**src/hdl/hsfrc_pkg.sv**
```systemverilog
// Shared types and constants for the HVAC sensor fault rule checker.
`default_nettype none

package hsfrc_pkg;

	// Depth of the CO2 history and the saturating row count.
	localparam int HIST_DEPTH = 4;
	localparam int ROWS_W     = 3;
	localparam logic [ROWS_W-1:0] ROWS_FULL = 3'd4;

	// Configuration port geometry and register indexes.
	localparam int CFG_IDX_W  = 3;
	localparam int CFG_DATA_W = 16;
	localparam int THR_W      = 16;
	localparam int PIR_W      = 8;

	localparam logic [CFG_IDX_W-1:0] REG_CO2_LOW        = 3'd0;
	localparam logic [CFG_IDX_W-1:0] REG_CO2_HIGH       = 3'd1;
	localparam logic [CFG_IDX_W-1:0] REG_FLOW_LOW       = 3'd2;
	localparam logic [CFG_IDX_W-1:0] REG_FLOW_HIGH      = 3'd3;
	localparam logic [CFG_IDX_W-1:0] REG_SHORT_INTERVAL = 3'd4;

	// Reset values of the threshold registers.
	localparam logic [THR_W-1:0] CO2_LOW_RST  = 16'd418;
	localparam logic [THR_W-1:0] CO2_HIGH_RST = 16'd630;
	localparam logic [THR_W-1:0] FLOW_LOW_RST = 16'd7;
	localparam logic [THR_W-1:0] FLOW_HIGH_RST = 16'd70;

	// Result beat width: nine flags padded to whole bytes.
	localparam int FLAG_W  = 9;
	localparam int M_DATA_W = 16;

	// Threshold and mode settings.
	typedef struct packed {
		logic [THR_W-1:0] co2_low;
		logic [THR_W-1:0] co2_high;
		logic [THR_W-1:0] flow_low;
		logic [THR_W-1:0] flow_high;
		logic             short_interval;
	} cfg_t;

	// Fault flags; the last member lands in bit 0.
	typedef struct packed {
		logic pir_bad;
		logic co2_jump;
		logic co2_frozen;
		logic co2_too_low;
		logic co2_too_high;
		logic pir_flow_mismatch;
		logic flow_frozen;
		logic flow_too_low;
		logic flow_too_high;
	} flag_t;

endpackage

`default_nettype wire

```
**src/hdl/hsfrc_eval.sv**
```systemverilog
// Combinational fault rules for one sensor row against the kept history.
`default_nettype none

module hsfrc_eval #(
	parameter int SAMPLE_BITS = 16
) (
	input  wire hsfrc_pkg::cfg_t                                  cfg,
	input  wire                                                   starts_set,
	input  wire [SAMPLE_BITS-1:0]                                 co2_sample,
	input  wire                                                   co2_present,
	input  wire [SAMPLE_BITS-1:0]                                 flow_sample,
	input  wire                                                   flow_present,
	input  wire [hsfrc_pkg::PIR_W-1:0]                            pir_sample,
	input  wire                                                   pir_present,
	input  wire [hsfrc_pkg::HIST_DEPTH-1:0][SAMPLE_BITS-1:0]      co2_hist,
	input  wire [hsfrc_pkg::HIST_DEPTH-1:0]                       co2_hist_vld,
	input  wire [SAMPLE_BITS-1:0]                                 last_flow,
	input  wire                                                   last_flow_vld,
	input  wire [hsfrc_pkg::ROWS_W-1:0]                           rows_seen,
	output hsfrc_pkg::flag_t                                      flags,
	output logic [hsfrc_pkg::ROWS_W-1:0]                          rows_next
);
	import hsfrc_pkg::*;

	// Compare width covers both the samples and the 16-bit thresholds.
	localparam int CMP_W = (SAMPLE_BITS > THR_W) ? SAMPLE_BITS : THR_W;

	logic [HIST_DEPTH-1:0] vld_eff;
	logic [ROWS_W-1:0]     rows_eff;
	logic [CMP_W-1:0]      co2_x;
	logic [CMP_W-1:0]      flow_x;
	logic [SAMPLE_BITS-1:0] prev;
	logic [SAMPLE_BITS-1:0] diff;
	logic [SAMPLE_BITS+3:0] diff_x10;
	logic [SAMPLE_BITS+3:0] lim;
	logic                  in_band;
	logic                  all4;
	logic                  same4;
	logic                  c_lo;
	logic                  f_hi;

	// A new data set hides all history before this row is judged.
	assign vld_eff  = starts_set ? '0 : co2_hist_vld;
	assign rows_eff = starts_set ? '0 : rows_seen;
	assign rows_next = (rows_eff == ROWS_FULL) ? ROWS_FULL : rows_eff + 1'b1;

	assign co2_x  = CMP_W'(co2_sample);
	assign flow_x = CMP_W'(flow_sample);

	// Band test: |v - p| <= round(p / 10) is the same as 10 * |v - p| <= p + 5.
	assign prev     = co2_hist[0];
	assign diff     = (co2_sample >= prev) ? co2_sample - prev : prev - co2_sample;
	assign diff_x10 = {1'b0, diff, 3'b000} + {3'b000, diff, 1'b0};
	assign lim      = (SAMPLE_BITS + 4)'(prev) + (SAMPLE_BITS + 4)'(5);
	assign in_band  = diff_x10 <= lim;

	// Four-row frozen test inputs.
	assign all4  = cfg.short_interval & (&vld_eff);
	always_comb begin
		same4 = 1'b1;
		for (int k = 0; k < HIST_DEPTH; k++) begin
			same4 = same4 & (co2_hist[k] == co2_sample);
		end
	end

	assign c_lo = co2_x <= CMP_W'(cfg.co2_low);
	assign f_hi = flow_x >= CMP_W'(cfg.flow_high);

	// CO2 rules.
	always_comb begin
		flags = '1;
		if (co2_present) begin
			flags.co2_too_low  = c_lo;
			flags.co2_too_high = !c_lo && (co2_x >= CMP_W'(cfg.co2_high));
			if (rows_eff >= ROWS_FULL) begin
				if (all4) begin
					flags.co2_frozen = same4;
				end else if (vld_eff[0]) begin
					flags.co2_frozen = (prev == co2_sample);
				end else begin
					flags.co2_frozen = 1'b1;
				end
			end else begin
				flags.co2_frozen = 1'b0;
			end
			if (rows_eff != '0) begin
				flags.co2_jump = vld_eff[0] ? !in_band : 1'b1;
			end else begin
				flags.co2_jump = 1'b0;
			end
		end

		// Airflow rules.
		if (flow_present) begin
			flags.flow_too_high = f_hi;
			flags.flow_too_low  = !f_hi && (flow_x <= CMP_W'(cfg.flow_low));
			if (rows_eff != '0) begin
				if (last_flow_vld && !starts_set && co2_present && vld_eff[0]) begin
					flags.flow_frozen = in_band && (flow_sample == last_flow);
				end else begin
					flags.flow_frozen = 1'b1;
				end
			end else begin
				flags.flow_frozen = 1'b0;
			end
		end

		// Presence rules.
		if (pir_present) begin
			if (flow_present) begin
				flags.pir_flow_mismatch = (pir_sample != '0) != (flow_sample != '0);
			end else begin
				flags.pir_flow_mismatch = 1'b1;
			end
			flags.pir_bad = pir_sample > PIR_W'(1);
		end
	end

endmodule

`default_nettype wire

```
**src/hdl/hvac_sensor_fault_rule_checker_core.sv**
```systemverilog
// HVAC sensor fault rule checker: top level with row register, history and result register.
//
// One input beat on the s_ side is one sensor row (CO2, airflow, PIR, each with a
// present bit); s_tuser carries the start-of-set mark. Each row gives exactly one
// result beat on the m_ side with nine fault flags, 1 meaning fault.
// A result beat shows on m_tvalid once its row moves on into the result register;
// the row register and the result register form two stages. Throughput is one
// row per cycle while m_tready stays high: the rule logic sits between the row
// register and the result register, and the history updates at the same edge as
// the result register loads, so back-to-back rows see each other.
// When the receiver stalls, the result register holds its beat and the row
// register takes one more beat; s_tready then drops until m_tready returns.
// The cfg_ port writes thresholds and the interval mode by register index; write
// it only while no row is in flight.
// Reset clears both valid stages, the history valid bits and the row count,
// loads the thresholds with their default values and sets the short-interval mode.
`default_nettype none

module hvac_sensor_fault_rule_checker_core #(
	parameter int SAMPLE_BITS = 16
) (
	input  wire                                   clk,
	input  wire                                   arst_n,
	// Input rows.
	input  wire                                   s_tvalid,
	output logic                                  s_tready,
	// Low to high: co2_sample, co2_present, flow_sample, flow_present,
	// pir_sample, pir_present, zero pad.
	input  wire [((2*SAMPLE_BITS+11+7)/8)*8-1:0]  s_tdata,
	// starts_set.
	input  wire                                   s_tuser,
	// Result flags.
	output logic                                  m_tvalid,
	input  wire                                   m_tready,
	// Low to high: flow_too_high, flow_too_low, flow_frozen, pir_flow_mismatch,
	// co2_too_high, co2_too_low, co2_frozen, co2_jump, pir_bad, zero pad.
	output logic [hsfrc_pkg::M_DATA_W-1:0]        m_tdata,
	// Register writes.
	input  wire                                   cfg_we,
	input  wire [hsfrc_pkg::CFG_IDX_W-1:0]        cfg_index,
	input  wire [hsfrc_pkg::CFG_DATA_W-1:0]       cfg_wdata
);
	import hsfrc_pkg::*;

	localparam int CO2_LSB   = 0;
	localparam int CO2P_BIT  = SAMPLE_BITS;
	localparam int FLOW_LSB  = SAMPLE_BITS + 1;
	localparam int FLOWP_BIT = 2*SAMPLE_BITS + 1;
	localparam int PIR_LSB   = 2*SAMPLE_BITS + 2;
	localparam int PIRP_BIT  = 2*SAMPLE_BITS + PIR_W + 2;

	cfg_t                                cfg_q;

	logic                                valid_s1;
	logic                                starts_s1;
	logic [SAMPLE_BITS-1:0]              co2_s1;
	logic                                co2p_s1;
	logic [SAMPLE_BITS-1:0]              flow_s1;
	logic                                flowp_s1;
	logic [PIR_W-1:0]                    pir_s1;
	logic                                pirp_s1;

	logic [HIST_DEPTH-1:0][SAMPLE_BITS-1:0] co2_hist_q;
	logic [HIST_DEPTH-1:0]               co2_hist_vld_q;
	logic [SAMPLE_BITS-1:0]              last_flow_q;
	logic                                last_flow_vld_q;
	logic [ROWS_W-1:0]                   rows_q;

	flag_t                               flags;
	flag_t                               flags_q;
	logic [ROWS_W-1:0]                   rows_next;
	logic                                advance;

	// The row moves on when the result register is empty or being drained.
	assign advance  = valid_s1 && (!m_tvalid || m_tready);
	assign s_tready = !valid_s1 || advance;

	// Configuration registers.
	always_ff @(posedge clk or negedge arst_n) begin
		if (!arst_n) begin
			cfg_q.co2_low        <= CO2_LOW_RST;
			cfg_q.co2_high       <= CO2_HIGH_RST;
			cfg_q.flow_low       <= FLOW_LOW_RST;
			cfg_q.flow_high      <= FLOW_HIGH_RST;
			cfg_q.short_interval <= 1'b1;
		end else if (cfg_we) begin
			case (cfg_index)
				REG_CO2_LOW: begin
					cfg_q.co2_low <= cfg_wdata;
				end
				REG_CO2_HIGH: begin
					cfg_q.co2_high <= cfg_wdata;
				end
				REG_FLOW_LOW: begin
					cfg_q.flow_low <= cfg_wdata;
				end
				REG_FLOW_HIGH: begin
					cfg_q.flow_high <= cfg_wdata;
				end
				REG_SHORT_INTERVAL: begin
					cfg_q.short_interval <= cfg_wdata[0];
				end
				default: begin
				end
			endcase
		end
	end

	// Row register valid.
	always_ff @(posedge clk or negedge arst_n) begin
		if (!arst_n) begin
			valid_s1 <= 1'b0;
		end else if (s_tready) begin
			valid_s1 <= s_tvalid;
		end
	end

	// Row register payload.
	always_ff @(posedge clk) begin
		if (s_tvalid && s_tready) begin
			starts_s1 <= s_tuser;
			co2_s1    <= s_tdata[CO2_LSB +: SAMPLE_BITS];
			co2p_s1   <= s_tdata[CO2P_BIT];
			flow_s1   <= s_tdata[FLOW_LSB +: SAMPLE_BITS];
			flowp_s1  <= s_tdata[FLOWP_BIT];
			pir_s1    <= s_tdata[PIR_LSB +: PIR_W];
			pirp_s1   <= s_tdata[PIRP_BIT];
		end
	end

	// Fault rules.
	hsfrc_eval #(
		.SAMPLE_BITS(SAMPLE_BITS)
	) u_eval (
		.cfg          (cfg_q),
		.starts_set   (starts_s1),
		.co2_sample   (co2_s1),
		.co2_present  (co2p_s1),
		.flow_sample  (flow_s1),
		.flow_present (flowp_s1),
		.pir_sample   (pir_s1),
		.pir_present  (pirp_s1),
		.co2_hist     (co2_hist_q),
		.co2_hist_vld (co2_hist_vld_q),
		.last_flow    (last_flow_q),
		.last_flow_vld(last_flow_vld_q),
		.rows_seen    (rows_q),
		.flags        (flags),
		.rows_next    (rows_next)
	);

	// History valid bits and row count advance with each judged row.
	always_ff @(posedge clk or negedge arst_n) begin
		if (!arst_n) begin
			co2_hist_vld_q  <= '0;
			last_flow_vld_q <= 1'b0;
			rows_q          <= '0;
		end else if (advance) begin
			co2_hist_vld_q  <= {(starts_s1 ? {(HIST_DEPTH-1){1'b0}}
				: co2_hist_vld_q[HIST_DEPTH-2:0]), co2p_s1};
			last_flow_vld_q <= flowp_s1;
			rows_q          <= rows_next;
		end
	end

	// History samples shift in every judged row, valid or not.
	always_ff @(posedge clk) begin
		if (advance) begin
			co2_hist_q  <= {co2_hist_q[HIST_DEPTH-2:0], co2_s1};
			last_flow_q <= flow_s1;
		end
	end

	// Result register valid.
	always_ff @(posedge clk or negedge arst_n) begin
		if (!arst_n) begin
			m_tvalid <= 1'b0;
		end else if (advance) begin
			m_tvalid <= 1'b1;
		end else if (m_tready) begin
			m_tvalid <= 1'b0;
		end
	end

	// Result register payload.
	always_ff @(posedge clk) begin
		if (advance) begin
			flags_q <= flags;
		end
	end

	assign m_tdata = {(M_DATA_W - FLAG_W)'(0), flags_q};

endmodule

`default_nettype wire
```
**config.mk**
```make
export PLATFORM = sky130hd
export DESIGN_NAME = hvac_sensor_fault_rule_checker_core
export DESIGN_NICKNAME = d
export VERILOG_FILES = /design/src/hdl/hsfrc_pkg.sv /design/src/hdl/hsfrc_eval.sv /design/src/hdl/hvac_sensor_fault_rule_checker_core.sv
export SDC_FILE = /design/constraint.sdc
export NUM_CORES = 1
export LEC_CHECK = 0
export BUFFER_PORTS_ARGS = -buffer_cell sky130_fd_sc_hd__buf_4
export CAP_MARGIN = 15
export CORE_MARGIN = 2
export CORE_UTILIZATION = 55
export DETAILED_ROUTE_END_ITERATION = 7
export PLACE_DENSITY = 0.74
export SLEW_MARGIN = 15
export SYNTH_ARGS = -nofsm -noshare
export SYNTH_HDL_FRONTEND = slang
export SYNTH_SLANG_ARGS = --single-unit
```
**constraint.sdc**
```tcl
create_clock -name clk -period 6.4 [get_ports clk]
set_clock_uncertainty 0.15 [all_clocks]
set_input_delay 0.32 -clock clk [delete_from_list [all_inputs] [get_ports clk]]
set_output_delay 0.32 -clock clk [all_outputs]
set_load 0.005 [all_outputs]
```
# After elaboration in Yosys (flattened, before gate mapping)

Index checks and enable logic that the tools add are counted.
Widths: inputs -> output; s select.

Shifts and indexed selects: 0
Bitwise operators: 4
Multipliers: 0
Equality and inequality tests: 11
Add/sub/neg operators: 5
Div/mod/pow operators: 0
Muxes and demuxes: 14
Magnitude comparators: 8
Reductions and logical operators: 28

Operators by type and width:

| operator              | number |
|---|---|
| $eq 16x16->1          | 5 |
| $ge 16x16->1          | 3 |
| $le 16x16->1          | 2 |
| $sub 16x16->16        | 2 |
| $add 19x17->20        | 1 |
| $le 20x20->1          | 1 |
| $add 16x3->17 const B | 1 |
| $mux 16               | 1 |
| $reduce_bool 16->1    | 1 |
| $reduce_and 2->1      | 6 |
| $mux 1                | 9 |
| $mux 3                | 3 |
| $gt 8x1->1 const B    | 1 |
| $logic_and 1x1->1     | 8 |
| $reduce_bool 8->1     | 1 |
| $eq 3x2->1 const B    | 2 |
| $eq 3x3->1 const B    | 2 |
| $logic_not 1->1       | 6 |
| $and 1x1->1           | 4 |
| $mux 4                | 1 |
| $reduce_and 4->1      | 1 |
| $add 3x1->3 const B   | 1 |
| $eq 3x1->1 const B    | 1 |
| $ge 3x3->1 const B    | 1 |
| 5 further kinds       | 6 |

Memory bits (read-only): 0
Register bits: 208
Bits in latches: 0
Memories: 0
RAM bits: 0
Output and inout port bits: 18
Input port bits: 73

# Depth between registers and ports, before layout

Depth in word-level cells: 7
Gate-level depth with buffers: 29
Mapped depth without buffers: 28

# Hierarchy

Synthesis repeated with hierarchy kept, for this count alone.

Cells, all modules: 1,029
Area total of the unflattened synthesis: 12,189.2 µm²

Modules (own cells, without submodules):

| module                              | times used | area each (µm²) | cells an instance |
|---|---|---|---|
| hvac_sensor_fault_rule_checker_core | 1          | 6,970.4         | 311 |
| hsfrc_eval                          | 1          | 5,218.8         | 718 |

# Worst setup path after synthesis

Ideal clock, no wire load.

Path type: reg2reg
Start: reg co2_s1[0]
End: reg flags_q, in the netlist m_tdata[2], data pin
Slack: 764 ps
Clock period less this slack: 5,636 ps
Buffers on the path: 1
Arrival time: 5,225 ps
Required time: 5,989 ps
Stages on the path, launching flop included: 30
Cells stage by stage: edfxtp_1 -> inv_1 -> ha_1 -> inv_1 -> fa_1 -> a211oi_1 -> o21a_1 -> o31a_1 -> o211ai_4 -> buf_2 -> mux2i_1 -> xor2_1 -> ha_1 -> a21oi_1 -> nor2b_1 -> o21a_1 -> o21a_1 -> o21ba_2 -> a21o_1 -> a21oi_1 -> xnor2_1 -> ha_1 -> and3_1 -> nand3_1 -> inv_1 -> nand4_1 -> nand2_1 -> nor2_1 -> nor3_1 -> a311o_1

Longest elaborated chain between the ends: 7
Elaborated cells on any way between the ends: 9
Those cells by class: 3 x add/sub; 2 x order compare; 3 x mux; 1 x reduce/logical

RTL lines:

| what                                           | line                                       | text |
|---|---|---|
| start, declared                                | hvac_sensor_fault_rule_checker_core.sv:56  | `logic [SAMPLE_BITS-1:0] co2_s1;` |
| start signal, assigned                         | hvac_sensor_fault_rule_checker_core.sv:122 | `co2_s1 <= s_tdata[CO2_LSB +: SAMPLE_BITS];` |
| $sub 16x16->16 or $ge 16x16->1 (tied branches) | hsfrc_eval.sv:52                           | `assign diff = (co2_sample >= prev) ? co2_sample - prev : prev - co2_sample;` |
| $mux 16 *                                      | hsfrc_eval.sv:52                           |  |
| $add 19x17->20 *                               | hsfrc_eval.sv:53                           | `assign diff_x10 = {1'b0, diff, 3'b000} + {3'b000, diff, 1'b0};` |
| $le 20x20->1 *                                 | hsfrc_eval.sv:55                           | `assign in_band = diff_x10 <= lim;` |
| $logic_and 1x1->1 *                            | hsfrc_eval.sv:99                           | `flags.flow_frozen = in_band && (flow_sample == last_flow);` |
| $mux 1 *                                       | hsfrc_eval.sv:98                           | `if (last_flow_vld && !starts_set && co2_present && vld_eff[0]) begin` |
| $mux 1 *                                       | hsfrc_eval.sv:97                           | `if (rows_eff != '0) begin` |
| end signal, assigned                           | hvac_sensor_fault_rule_checker_core.sv:188 | `flags_q <= flags;` |
| end, declared                                  | hvac_sensor_fault_rule_checker_core.sv:70  | `flag_t flags_q;` |

Mark *: on every way between the ends. The rest lies on a longest branch, timed or not.
A chain may end at the register's enable or synchronous reset.

# Worst setup path after layout

Ends and elaborated chain as after synthesis.

==> results.yml <==
pwr:
  leakagePower_nw: 6.07
  swShare: 0.312
  power.total_mw: 4.46
  sequentialPowerShare: 0.388
  power_frac_clock: 0.292
  power_frac_comb: 0.320
  ir_worst_vdd_mv: 0.258
  pwr_density_cell_nw_per_um2: 314
  internal_power_mw: 3.07
  p_switching_mw: 1.39
placement:
  postPlaceCellArea_um2: 12800
  dp.cells: 1425
  port_buffers: 78
  dpl_worst_slack_ps: 365
  hpwlAfterDp_mm: 20.0
  gp_congestion: 0.872
detailed_routing:
  first_pass_iters: 4
  drt-total-wl_mm: 28.2
  antenna_left: 0
  vias: 8602
  wl_per_cell_um: 18.4
  drc: 0
  avgViaCountPerCell: 5.61
  drtIter0Drc: 485
worst_hold_path:
  holdPathEnd: "cfg_q[0]"
  hold_start: "cfg_index[0]"
  hold_depth: 3
  hold_path_class: "input port to register"
layout:
  drive_above_1_share: 0.152
  n_fill_cell: 1500
  layout.cells.non_filler: 1533
  postLayoutCellArea_um2: 14200
  antenna_cells: 0
  area_delta_synth_final_pct: 20.7
  final_nets: 1444
synth:
  async_flop_share: 0.361
  synth_top_cell_area_share: 0.339
  synth_cell_type_count: 60
  synth-simple-area-share: 0.110
  synth_top_family_by_area: "adder cells"
  synth_edf_count: 133
  muxShareOfSynthArea: 0.0336
  synthCells: 1073
  synth-xor-area-share: 0.0513
  synth_compound_area_frac: 0.120
  yosys_warnings: 0
  synth_top_area_cell: "edfxtp_1"
  yosys.area_share.adder: 0.139
  avgSynthCellArea_um2: 11.0
  yosys_most_used_dff: "edfxtp_1"
  synth-seq-cells: 208
  yosys-top-cells-area: "edfxtp_1 34%, ha_1 13%, dfrtp_1 12%"
  synth.cell_area_um2: 11800
  ys_seq_area_frac: 0.500
setup_path:
  worstSetupEndpointType: "register"
  reg2reg_slack_ps: 500
  required_ps: 6500
  r2r-end: "m_tdata[2]"
  timing.rr.start: "co2_s1[0]"
  ff2ff_path_depth: 27
  slowest_stage: "fa_1"
  worstSetupPathType: "register to register"
  cp.arrival_ps: 6000
  cp_max_fo: 7
  cp-start-kind: "register"
  max_stage_delay_ps: 420
cts:
  path_clk_slew_ps: 60
  cts_tree: "done"
  clk_path_buf_depth: 3
  clock-root-buffer: "clkbuf_16"
  cts_sinks: 208
  insertion_delay_ps: 500
  cts-htree-levels: 1
  cts-buffers-inserted: 22
global_route:
  grt-ovfl-total: 0
  grt_pass1_vias: 8657
  track_usage: 0.256
  grt_first_pass_wirelength_mm: 44.9
  grt_max_degree: 86
  antenna_found_initial: 0
timing:
  grt_setup_unrepaired: "false"
  setup_viol: 0
  max_slew.worst_pin.slew_ps: 1100
  fmax_mhz: 169
  final.setup.tns_ps: 0
  worst_slack_ps: 497
  relSlewSlack: 0.265
  fin_crit_sh: 0.922
  finalHoldViolations: 0
  maxSlewViolCount: 0
  min_period_ps: 5900
die:
  num_rows: 53
  pin_count: 91
  die-area_um2: 22600
  initial_core_util: 0.560
  die_w_um: 150
  die_y_um: 150
  core_area_um2: 21000
run:
  maxCapViolations: 0
outcome:
  outcome: "completed"
## timing repair
| action | CTS | global route |
|---|---|---|
| endpoints found under the hold margin | 169 | 0 |
| gates resized for setup | 0 | 1 |
| setup endpoints to repair | 0 | 2 |
| hold buffers | 64 | 0 |
| setup buffers | 0 | 4 |
## kinds of logic after synthesis
kind of cell | Yosys count
flops | 208
compound gates | 235
fa+ha+maj | 129
buf+inv | 134
xor+xnor | 69
simple gates | 261
mux | 36
other cells | 1
## critical path, delay by kind of cell (launching register included)
kind,cells,cell delay [ps]
AOI/OAI and AO/OA,9,1890
xor gates and xnor gates,2,410
adders and majority gates,4,1190
buffers and inverters,4,470
DFF,1,390
muxes,1,160
and+or+nand+nor,7,980
## metal layers
layer,part of all wire,vias to the layer above,GRT usage,wire length [um]
li1,-,4184,-,-
met1,0.43,4123,0.337,12100
met2,0.49,257,0.448,13900
met3,0.056,38,0.0348,1570
met4,0.023,0,0.0632,641
met5,0,-,0,0
## registers in the layout (all words and copies together) (netlist names)
name             count
cfg_q               65
co2_hist_vld_q       4
pir_s1               8
last_flow_vld_q      1
starts_s1            1
m_tvalid             1
flow_s1             16
co2_hist_q          64
rows_q               3
co2p_s1              1
last_flow_q         16
flowp_s1             1
valid_s1             1
pirp_s1              1
m_tdata              9
co2_s1              16
## cells in the mapped netlist, types with 15 or more instances
master	count
edfxtp_1	133
inv_1	107
nand3_1	19
xor2_1	19
a21o_1	24
nand2b_1	17
a21oi_1	61
nor3_1	23
and3_1	15
dfrtp_1	58
nand2_1	83
mux2_2	24
nor2_1	42
o21ai_0	91
xnor2_1	50
ha_1	126
nand4_1	23
dfstp_2	17
## power by group through the flow
stage | logic [mW] | clock network, mW | registers (mW)
floorplan | 1.04 | 0 | 1.73
global placement | 1.32 | 0 | 1.75
detailed placement | 1.37 | 0 | 1.76
CTS | 1.41 | 1.31 | 1.73
global route | 1.64 | 1.37 | 1.75
finish | 1.43 | 1.30 | 1.73
## final cells by class
type / instances / area [um2] / share of cell area
Clock buffer: 30 / 633 / 0.0446
Clock inverter: 10 / 109 / 0.00766
Inverter: 107 / 403 / 0.0284
Multi-Input combinational cell: 737 / 5410 / 0.381
Sequential cell: 208 / 5890 / 0.415
Tap cell: 275 / 344 / 0.0242
Timing Repair Buffer: 166 / 1420 / 0.0999
## cell usage in the layout (no fill, tap or decap), types with 8 or more instances in the layout
cell,instances
nor3_1,23
dlygate4sd3_1,64
buf_4,101
mux2_2,24
inv_1,106
dfstp_2,17
a21o_1,24
a211oi_1,9
nand2_1,83
and3_1,15
nand3_1,19
edfxtp_1,133
nand4_1,23
clkbuf_16,24
o22ai_1,8
o21ai_0,91
xor2_1,19
nor4_1,10
nand2b_1,17
a21oi_1,61
o21a_1,10
xnor2_1,50
dfrtp_1,58
mux2i_1,11
nor2_1,42
ha_1,126
## worst max-delay path by stage
stage | slack, ps | start | cells after the start | to
after CTS | 370 | co2_s1[1] | 24 | m_tdata[2]
after floorplan | 760 | co2_s1[0] | 29 | m_tdata[2]
after global placement | 480 | co2_s1[8] | 22 | m_tdata[2]
after detailed placement | 360 | co2_s1[1] | 24 | m_tdata[2]
final | 500 | co2_s1[0] | 27 | m_tdata[2]
after global routing | 20 | co2_hist_q[9] | 23 | m_tdata[2]
## metrics by stage
stage	util	hold slack, ps
CTS	0.674	80.6
finish	0.676	95.8
global route	0.676	88.2
detailed placement	0.608	305
floorplan	-	-126
global placement	0.608	298
No activity file was read; power rests on OpenSTA's default activity.
